**config.mk**
```make
export PLATFORM = sky130hd
export DESIGN_NAME = signed_int_to_decimal_ascii_unit
export DESIGN_NICKNAME = d
export VERILOG_FILES = /design/src/sv/sdec_pkg.sv /design/src/sv/sdec_ctrl.sv /design/src/sv/sdec_dpath.sv /design/src/sv/signed_int_to_decimal_ascii_unit.sv
export SDC_FILE = /design/constraint.sdc
export NUM_CORES = 1
export LEC_CHECK = 0
export ABC_AREA = 1
export BUFFER_PORTS_ARGS = -buffer_cell sky130_fd_sc_hd__buf_4
export CAP_MARGIN = 15
export CORE_ASPECT_RATIO = 0.9
export CORE_UTILIZATION = 45
export CTS_CLUSTER_SIZE = 20
export DETAILED_ROUTE_END_ITERATION = 7
export GPL_TIMING_DRIVEN = 1
export PLACE_DENSITY = 0.7
export SLEW_MARGIN = 20
export SYNTH_ARGS = -nofsm -noshare
export SYNTH_HDL_FRONTEND = slang
export SYNTH_SLANG_ARGS = --single-unit
```
**constraint.sdc**
```tcl
create_clock -name i_clk -period 3.3 [get_ports i_clk]
set_input_delay 0.495 -clock i_clk [delete_from_list [all_inputs] [get_ports i_clk]]
set_output_delay 0.495 -clock i_clk [all_outputs]
set_load 0.05 [all_outputs]
```
**src/sv/sdec_pkg.sv**
```systemverilog
// shared types and constants for the signed integer to decimal text unit
// used by sdec_ctrl, sdec_dpath and signed_int_to_decimal_ascii_unit; no dependencies
`timescale 1ns / 1ps
`default_nettype none

package sdec_pkg;

    localparam int VALUE_BITS = 32;

    // number of decimal digits needed for the largest magnitude, 2^(VALUE_BITS-1)
    function automatic int max_digits();
        longint unsigned m;
        int n;
        begin
            m = longint'(1) << (VALUE_BITS - 1);
            n = 0;
            while (m != 0) begin
                m = m / 10;
                n = n + 1;
            end
            return n;
        end
    endfunction

    localparam int NUM_DIGITS = max_digits();
    localparam int BCD_BITS   = 4 * NUM_DIGITS;
    localparam int IDX_BITS   = (NUM_DIGITS > 1) ? $clog2(NUM_DIGITS) : 1;
    localparam int CNT_BITS   = $clog2(VALUE_BITS);
    localparam int CHAR_BITS  = 7;

    localparam logic [CHAR_BITS-1:0] CHAR_ZERO  = 7'd48;
    localparam logic [CHAR_BITS-1:0] CHAR_MINUS = 7'd45;

    typedef enum logic [2:0] {
        S_IDLE,
        S_CONV,
        S_FIND,
        S_SIGN,
        S_DIGIT
    } t_sdec_state;

    // controller to datapath
    typedef struct packed {
        logic load;
        logic shift;
        logic locate;
        logic emit_sign;
        logic emit_digit;
    } t_sdec_cmd;

    // datapath to controller
    typedef struct packed {
        logic shift_last;
        logic neg;
        logic idx_zero;
    } t_sdec_sts;

endpackage

`default_nettype wire

```
**src/sv/sdec_ctrl.sv**
```systemverilog
// controller state machine: load, binary to bcd shifts, leading digit search, emission
// depends on sdec_pkg
`timescale 1ns / 1ps
`default_nettype none

module sdec_ctrl (
    input  logic                 i_clk,
    input  logic                 i_rst_n,
    input  logic                 i_start,
    input  sdec_pkg::t_sdec_sts  i_sts,
    output sdec_pkg::t_sdec_cmd  o_cmd,
    output logic                 o_busy
);
    import sdec_pkg::*;

    t_sdec_state r_state;
    t_sdec_state n_state;

    always_ff @(posedge i_clk) begin
        if (!i_rst_n) begin
            r_state <= S_IDLE;
        end else begin
            r_state <= n_state;
        end
    end

    always_comb begin
        n_state = r_state;
        o_cmd   = '0;
        o_busy  = 1'b1;
        case (r_state)
            S_IDLE: begin
                o_busy = 1'b0;
                if (i_start) begin
                    o_cmd.load = 1'b1;
                    n_state    = S_CONV;
                end
            end
            S_CONV: begin
                o_cmd.shift = 1'b1;
                if (i_sts.shift_last) begin
                    n_state = S_FIND;
                end
            end
            S_FIND: begin
                o_cmd.locate = 1'b1;
                n_state      = i_sts.neg ? S_SIGN : S_DIGIT;
            end
            S_SIGN: begin
                o_cmd.emit_sign = 1'b1;
                n_state         = S_DIGIT;
            end
            S_DIGIT: begin
                o_cmd.emit_digit = 1'b1;
                if (i_sts.idx_zero) begin
                    n_state = S_IDLE;
                end
            end
            default: begin
                n_state = S_IDLE;
            end
        endcase
    end

endmodule

`default_nettype wire

```
**src/sv/sdec_dpath.sv**
```systemverilog
// datapath: magnitude, shift-add-3 bcd conversion, digit index and output register
// depends on sdec_pkg
`timescale 1ns / 1ps
`default_nettype none

module sdec_dpath (
    input  logic                                i_clk,
    input  logic                                i_rst_n,
    input  logic signed [sdec_pkg::VALUE_BITS-1:0] i_value,
    input  sdec_pkg::t_sdec_cmd                 i_cmd,
    output sdec_pkg::t_sdec_sts                 o_sts,
    output logic                                o_char_valid,
    output logic [sdec_pkg::CHAR_BITS-1:0]      o_char_code,
    output logic                                o_last_char
);
    import sdec_pkg::*;

    logic                  r_neg;
    logic [VALUE_BITS-1:0] r_bin;
    logic [BCD_BITS-1:0]   r_bcd;
    logic [CNT_BITS-1:0]   r_cnt;
    logic [IDX_BITS-1:0]   r_idx;
    logic                  r_char_valid;
    logic [CHAR_BITS-1:0]  r_char_code;
    logic                  r_last_char;

    logic [VALUE_BITS-1:0] n_mag;
    logic [BCD_BITS-1:0]   n_adj;
    logic [IDX_BITS-1:0]   n_lead;
    logic [3:0]            n_digit;

    // two's complement magnitude, unsigned so the most negative value is exact
    assign n_mag = i_value[VALUE_BITS-1] ? (~unsigned'(i_value) + 1'b1) : unsigned'(i_value);

    // add 3 to every digit of 5 or more before the shift
    always_comb begin
        n_adj = r_bcd;
        for (int i = 0; i < NUM_DIGITS; i++) begin
            if (r_bcd[4*i +: 4] >= 4'd5) begin
                n_adj[4*i +: 4] = r_bcd[4*i +: 4] + 4'd3;
            end
        end
    end

    // highest nonzero digit, digit 0 when the value is zero
    always_comb begin
        n_lead = '0;
        for (int i = 1; i < NUM_DIGITS; i++) begin
            if (r_bcd[4*i +: 4] != 4'd0) begin
                n_lead = IDX_BITS'(i);
            end
        end
    end

    assign n_digit = r_bcd[4*r_idx +: 4];

    always_ff @(posedge i_clk) begin
        if (i_cmd.load) begin
            r_neg <= i_value[VALUE_BITS-1];
            r_bin <= n_mag;
            r_bcd <= '0;
            r_cnt <= '0;
        end
        if (i_cmd.shift) begin
            r_bcd <= {n_adj[BCD_BITS-2:0], r_bin[VALUE_BITS-1]};
            r_bin <= {r_bin[VALUE_BITS-2:0], 1'b0};
            r_cnt <= r_cnt + 1'b1;
        end
        if (i_cmd.locate) begin
            r_idx <= n_lead;
        end
        if (i_cmd.emit_digit) begin
            r_idx <= r_idx - 1'b1;
        end
        r_char_code <= i_cmd.emit_sign ? CHAR_MINUS : (CHAR_ZERO + {3'b000, n_digit});
        r_last_char <= i_cmd.emit_digit && (r_idx == '0);
    end

    always_ff @(posedge i_clk) begin
        if (!i_rst_n) begin
            r_char_valid <= 1'b0;
        end else begin
            r_char_valid <= i_cmd.emit_sign || i_cmd.emit_digit;
        end
    end

    assign o_sts.shift_last = (r_cnt == CNT_BITS'(VALUE_BITS - 1));
    assign o_sts.neg        = r_neg;
    assign o_sts.idx_zero   = (r_idx == '0);

    assign o_char_valid = r_char_valid;
    assign o_char_code  = r_char_code;
    assign o_last_char  = r_last_char;

endmodule

`default_nettype wire

```
**src/sv/signed_int_to_decimal_ascii_unit.sv**
```systemverilog
// top level of the signed integer to decimal ascii text unit
// depends on sdec_pkg, sdec_ctrl and sdec_dpath
//
// the first character reaches the ports after the start transfer passes through
// (32 shift-add-3 steps, 1 leading digit search, 1 output register)
// a value gives 1 to 11 characters, one character a cycle; start is taken only while idle
// busy covers the shift-add-3 loop over the 32 magnitude bits and the emission,
// but not the last character on the ports; reset (synchronous, active low) idles the
// controller and clears the strobe; the receiver cannot stall: each character is on the ports for exactly one cycle
`timescale 1ns / 1ps
`default_nettype none

module signed_int_to_decimal_ascii_unit (
    input  logic                                   i_clk,
    input  logic                                   i_rst_n,
    input  logic                                   i_start,
    input  logic signed [sdec_pkg::VALUE_BITS-1:0] i_value,
    output logic                                   o_busy,
    output logic                                   o_char_valid,
    output logic [sdec_pkg::CHAR_BITS-1:0]         o_char_code,
    output logic                                   o_last_char
);
    import sdec_pkg::*;

    // command and status between the controller and the datapath
    t_sdec_cmd w_cmd;
    t_sdec_sts w_sts;

    // sequencer: idle, convert, find leading digit, sign, digits
    sdec_ctrl u_ctrl (
        .i_clk   (i_clk),
        .i_rst_n (i_rst_n),
        .i_start (i_start),
        .i_sts   (w_sts),
        .o_cmd   (w_cmd),
        .o_busy  (o_busy)
    );

    // magnitude, bcd register, digit pointer and registered character output
    sdec_dpath u_dpath (
        .i_clk        (i_clk),
        .i_rst_n      (i_rst_n),
        .i_value      (i_value),
        .i_cmd        (w_cmd),
        .o_sts        (w_sts),
        .o_char_valid (o_char_valid),
        .o_char_code  (o_char_code),
        .o_last_char  (o_last_char)
    );

    // a transfer always starts a conversion that keeps the unit busy
    a_start_busy: assert property (@(posedge i_clk) disable iff (!i_rst_n)
        (i_start && !o_busy) |=> o_busy)
        else $error("start transfer did not make the unit busy");

    // the last character of a value is followed by a gap before the next text
    a_last_gap: assert property (@(posedge i_clk) disable iff (!i_rst_n)
        (o_char_valid && o_last_char) |=> !o_char_valid)
        else $error("character strobe right after the last character");

    // only a minus sign or a decimal digit is ever emitted
    a_char_range: assert property (@(posedge i_clk) disable iff (!i_rst_n)
        o_char_valid |-> ((o_char_code == CHAR_MINUS) ||
                          ((o_char_code >= CHAR_ZERO) && (o_char_code <= CHAR_ZERO + 7'd9))))
        else $error("character code outside the minus sign and digits");

    // the sign is never the last character
    a_sign_not_last: assert property (@(posedge i_clk) disable iff (!i_rst_n)
        (o_char_valid && (o_char_code == CHAR_MINUS)) |-> !o_last_char)
        else $error("minus sign marked as the last character");

    // characters only come out while a conversion is under way or just finished
    a_char_in_busy: assert property (@(posedge i_clk) disable iff (!i_rst_n)
        (o_char_valid && !o_last_char) |-> o_busy)
        else $error("character strobe while idle");

endmodule

`default_nettype wire
```
==> results of run 1 <==
cells by family after synthesis:
kind of cell | count (synthesis) | synth area share
other cells | 2 | 0.001278
fa+ha+maj | 24 | 0.05109
xor+xnor | 6 | 0.008940
compound gates | 178 | 0.1641
flops | 92 | 0.4513
buf+inv | 123 | 0.08791
simple gates | 314 | 0.2354
power by group:
group          switching, mW  internal (mW)
logic                   1.17          0.550
clock network          0.441          0.581
registers              0.285           1.83
total                   1.90           2.97
critical path, stage by stage (launching register included):
cell and delay, ns:
edfxtp_1 0.71, inv_1 0.48, ha_1 0.38, a31oi_1 0.24, nor2_1 0.09, o21ai_1 0.12, nor2_1 0.06, nor2_1 0.08
worst paths after layout:
check                          from           endpoint  slack [ns]  cells after the start
setup / recovery   u_dpath.r_idx[0]  u_ctrl.r_state[0]        1.07                      7
hold / removal              i_rst_n  u_ctrl.r_state[2]        0.37                      2
setup reg to reg   u_dpath.r_idx[0]  u_ctrl.r_state[0]        1.07                      7
hold reg to reg   u_dpath.r_bin[13]  u_dpath.r_bin[14]        0.52                      2
flip-flops by register name, summed over array words and instances, names as in the netlist:
signal,cells
u_dpath.r_bcd,40
u_dpath.r_bin,32
u_dpath.o_char_code,5
u_dpath.r_cnt,5
u_dpath.r_idx,4
u_ctrl.r_state,3
u_dpath.o_char_valid,1
u_dpath.o_last_char,1
u_dpath.r_neg,1
area by class of cell:
type / instances / area [um^2] / area share
multi-input cells: 524 / 2716 / 0.4117
flip-flops and latches: 92 / 2653 / 0.4020
inverters: 102 / 382.9 / 0.05803
repair buffers: 46 / 357.8 / 0.05424
clock buffers: 10 / 229.0 / 0.03471
well taps: 164 / 205.2 / 0.03110
clock inverters: 5 / 53.80 / 0.008155
cells in the final DEF, fill, tap and decap left out, drive strengths merged, types with 4 or more instances in the layout:
cell,netlist,routed
nand2,144,144
inv,101,101
o21ai,96,96
nor2,90,90
edfxtp,81,81
a21oi,56,56
nand3,49,49
buf,19,46
ha,24,24
nor3,17,17
a211oi,13,13
dfxtp,11,11
clkbuf,2,10
nand4,9,9
clkinv,1,5
xor2,4,4
o211ai,4,4
layer usage:
metal	wire [um]	vias to the layer above	global-route usage
li1	-	2568	-
met1	6194	2285	0.2715
met2	6608	155	0.3547
met3	697	20	0.03461
met4	270	0	0.09024
met5	0	-	0
per-stage QoR:
step           hold slack (ns)  worst slack [ns]
3_5_place_dp            0.5081             1.137
2_1_floorplan           0.4944            0.2045
4_1_cts                 0.3677             1.122
5_1_grt                 0.3930            0.8962
6_report                0.3750             1.068
3_3_place_gp            0.5046             1.247
==> impl_metrics.yaml, run 1 <==
timing:
  finalHoldViolCount: 0
  slew_violations: 0
  setup_viol: 0
  rsz0062_at_grt: "false"
  tns_ns: 0
  layout_min_cycle_time_ns: 2.232
  skew_ns: 0.009287
  worst_slew_pin_slew_ns: 0.6371
  max_freq_mhz: 448.0
  finalCritPeriodShare: 0.6764
  slew_headroom: 0.5748
place:
  gp_congestion: 0.8728
  dp_hpwl_um: 9773
  numPortBuffers: 42
  dp_cells: 928
  placed_cell_area_um2: 6315
synthesis:
  yosysMostFrequentCell: "nand2_1"
  synth_commonest_cells: "138 x nand2_1, 98 x inv_1, 81 x edfxtp_1"
  synth_edf_count: 81
  async_flop_share: 0
  syn_nets: 798
  synth_seq_cells: 92
  synth_top_cell_by_area: "edfxtp_1"
  syn_area_um2: 5878
  netlist_instances: 739
  synth_cell_types: 41
  yosysWarnings: 0
  syn_avg_cell_area_um2: 7.954
  synth_top_area_frac: 0.4138
  synthTopCellsByArea: "edfxtp_1 41%, nand2_1 8.8%, o21ai_0 6.7%, inv_1 6.3%, ha_1 5.1%"
  yosysSeqAreaShare: 0.4513
  synth-main-ff-cell: "edfxtp_1"
floorplanning:
  start_util: 0.4615
  io_pins: 45
  die_width_um: 122.5
  die-height_um: 110.4
  coreArea_um2: 12740
  die_area_um2: 13520
  row_count: 39
global_route:
  grt_max_degree: 50
  grt_pass1_vias: 4871
  grt_overflow: 0
  grtUsageTotal: 0.2134
  grt_pass1_wl_um: 22760
  antenna_found_initial: 0
clock_tree:
  cts.sinks: 92
  cts_root_buf: "clkbuf_16"
  cts.path.max_buffers: 2
  cts-buffers-inserted: 9
  cts_hold_buffers: 0
  cts_setup_buffers: 0
  cts.repair.resized: 0
  cts_max_level: 3
  cts_tree: "built"
  clk_pin_slew_worst_paths_ns: 0.06
  clock_latency_ns: 0.35
detailed_routing:
  ant_nets: 0
  dr.pass1.iters: 6
  vias_per_cell: 5.332
  drcViolationCount: 0
  routed_wirelength_um: 13770
  vias: 5028
  wl_per_cell_um: 14.60
  drt_iter0_markers: 307
critical_path:
  worst-path-max-fanout: 24
  cp.required_ns: 3.59
  endpoint_kind: "register"
  worstPathArrival_ns: 2.52
  criticalPathCategory: "reg2reg"
  start_kind: "register"
status:
  status: "complete, no violations"
pwr:
  power_density_nw_per_um2: 737.3
  total_leakage_power_nw: 2.779
  ir_worst_vdd_v: 0.0003311
  power.total_mw: 4.864
finish:
  syn_to_final_growth_pct: 12.24
  layout.cells.non_filler: 943
  stdcell_area_um2: 6598
  n_antenna_cell: 0
  fillers: 1190
  final_util: 0.5180
  nNetsFinal: 834
  layout-drive-gt1-share: 0.1104
run:
  maxCapViolCount: 0
worst_hold_path:
  hold_class: "in2reg"
Power figures use the tool's default switching activity.
==> run 2: changes to the inputs <==
- ABC_AREA: 1 -> 0
- PLACE_DENSITY: 0.7 -> 0.72
- clock period: 3.3 -> 1.9 ns (I/O delays scaled with it)
==> run 2 against run 1 <==
Hold slack worse by 0.19 ns. Wire length down 13%. Fmax up 27%.
==> impl_metrics.yaml, run 2 <==
synthesis:
  syn_nets: 619
  synth_xor_area_frac: 0.08331
  yosysMostFrequentCell: "edfxtp_1"
  syn_avg_cell_area_um2: 9.949
  synth_edf_count: 81
  synth_top_cell_by_area: "edfxtp_1"
  synth_cell_types: 48
  synthTopCellsByArea: "edfxtp_1 44%, xor2_1 5.8%, ha_1 5.4%, nand2_1 5.0%, nor2_1 4.4%"
  synth_compound_area_frac: 0.1260
  synthAdderAreaFrac: 0.05390
  synth_mux_area_frac: 0.04851
  synth_top_family_by_area: "simple AND/OR/NAND/NOR gates"
  yosysSeqAreaShare: 0.4761
  syn_area_um2: 5572
  synth_top_area_frac: 0.4366
  async_flop_share: 0
  synth_simple_gate_area_frac: 0.1709
  yosysWarnings: 0
  synth_commonest_cells: "81 x edfxtp_1, 74 x nand2_1, 65 x nor2_1"
  synth-main-ff-cell: "edfxtp_1"
  synth_seq_cells: 92
  netlist_instances: 560
finish:
  largestRegisters: "u_dpath.r_bcd: 40 flops, u_dpath.r_bin: 32 flops"
  top_register: "u_dpath.r_bcd"
  final_util: 0.5505
  syn_to_final_growth_pct: 19.31
  layout-drive-gt1-share: 0.1968
  fillers: 1069
  largest_reg_flops: 40
  final_common_cell: "edfxtp_1"
  final_cell_mix: "81 x edfxtp_1, 75 x buf_4, 73 x nand2_1"
  nNetsFinal: 684
  n_antenna_cell: 0
clock_tree:
  cts_hold_buffers: 0
  cts-buffers-inserted: 9
  cts.sinks: 92
  clock_latency_ns: 0.36
  clk_pin_slew_worst_paths_ns: 0.08
  cts_max_level: 3
  cts_root_buf: "clkbuf_16"
  cts_tree: "built"
  cts.path.max_buffers: 2
floorplanning:
  die-height_um: 107.6
  die_area_um2: 12830
  die_width_um: 119.3
  coreArea_um2: 12080
  start_util: 0.4614
  io_pins: 45
  row_count: 38
detailed_routing:
  dr.pass1.iters: 5
  ant_nets: 0
  drcViolationCount: 0
  drt_iter0_markers: 315
  wl_per_cell_um: 15.14
  vias: 4286
  routed_wirelength_um: 11960
  vias_per_cell: 5.425
timing:
  skew_ns: 0.01558
  tns_ns: 0
  whs_ns: 0.1892
  finalCritPeriodShare: 0.9268
  max_freq_mhz: 567.9
  slew_violations: 0
  layout_min_cycle_time_ns: 1.761
  setup_viol: 0
  rsz0062_at_grt: "false"
  worst_slack_ns: 0.1391
  finalHoldViolCount: 0
pwr:
  total_leakage_power_nw: 2.609
  intPower_mw: 4.203
  power_frac_seq: 0.463
  ir_worst_vdd_v: 0.0007498
  swShare: 0.3125
  p_sw_mw: 1.910
  power_density_nw_per_um2: 919.7
  p_clk_frac: 0.301
  power_frac_comb: 0.236
critical_path:
  reg2reg_from: "u_dpath.r_bcd[4]"
  endpoint_kind: "register"
  worstPathArrival_ns: 1.87
  crit_path_start: "u_dpath.r_bcd[4]"
  start_kind: "register"
  criticalPathCategory: "reg2reg"
  cp.required_ns: 2.01
  worst-path-max-fanout: 2
worst_hold_path:
  worstHoldStart: "i_rst_n"
  hold_class: "in2reg"
place:
  dp_slack_ns: -0.1527
  dp_hpwl_um: 8947
  numPortBuffers: 42
  gp_congestion: 0.8479
global_route:
  grt_pass1_wl_um: 20360
  grtUsageTotal: 0.2007
  grt_max_degree: 43
  antenna_found_initial: 0
  grt_overflow: 0
  grt_pass1_vias: 4288
status:
  status: "complete, no violations"
run:
  maxCapViolCount: 0
==> run 2: cell count changes after synthesis, moves of 14 or more <==
| cell | previous run | this run |
|---|---|---|
| o21ai_0 | 79 | 45 |
| xnor2_1 | 2 | 16 |
| xor2_1 | 4 | 37 |
| o21ai_1 | 16 | 0 |
| nor2_1 | 79 | 65 |
| inv_1 | 98 | 30 |
| clkbuf_1 | 1 | 19 |
| nand3_1 | 47 | 7 |
| nand2_1 | 138 | 74 |
| a21oi_1 | 56 | 34 |
==> run 2: power groups by stage <==
stage | registers (mW) | logic, mW | clock network, mW
after global routing | 2.87 | 1.62 | 1.92
after global placement | 2.84 | 1.35 | 0
final | 2.83 | 1.44 | 1.84
after detailed placement | 2.86 | 1.43 | 0
after CTS | 2.82 | 1.44 | 1.86
after floorplan | 2.81 | 0.961 | 0
==> run 2: through the flow <==
stage,power [mW],std cells,instance area (um^2)
after floorplan,3.776,560,5589
after global placement,4.192,774,6321
after detailed placement,4.295,774,6321
after CTS,6.120,790,6626
after global routing,6.413,790,6648
final,6.114,790,6648
==> run 2: final cells by class <==
type	count	area [um^2]	share of cell area
timing repair buffer	79	643.1	0.09674
sequential	92	2653	0.3990
multi-input combinational	413	2734	0.4113
clock inverter	6	55.05	0.008282
clock buffer	10	250.2	0.03764
tap	160	200.2	0.03011
inverter	30	112.6	0.01694
==> run 2: per-layer routing <==
layer / global-route usage / vias to the layer above / share of wire
met1: 0.2567 / 2047 / 0.45
met5: 0 / - / 0
met4: 0.07946 / 0 / 0.021
met3: 0.03602 / 22 / 0.044
met2: 0.3380 / 106 / 0.48
li1: - / 2111 / -
==> run 2: worst max-delay path, cell delays in order, from the launching register on <==
cell and delay, ns:
edfxtp_1 0.40, inv_1 0.11, ha_1 0.19, inv_1 0.05
o311ai_0 0.31, a21oi_1 0.13, o211ai_1 0.23, a31oi_1 0.11
==> run 2: what timing repair did <==
item                       4_1_cts  5_1_grt
setup buffers                    0        0
gates resized for setup          0        5
setup endpoints to repair        0        5
==> run 2: kinds of logic (layout without fill, tap and decap cells) <==
logic type | after synthesis | in the layout
multiplexers | 17 | 17
other | 2 | 2
XOR/XNOR | 53 | 53
buffers and inverters | 55 | 125
flip-flops | 92 | 92
AND/OR/NAND/NOR | 204 | 204
AO/OA/AOI/OAI | 113 | 113
adder cells (fa/ha/maj) | 24 | 24
==> run 2: worst paths after layout <==
kind                           to  slack [ns]  cells after the start
max              u_dpath.r_idx[0]        0.14                      7
min          u_dpath.o_char_valid        0.19                      3
max reg2reg      u_dpath.r_idx[0]        0.14                      7
min reg2reg      u_dpath.r_bin[0]        0.46                      2
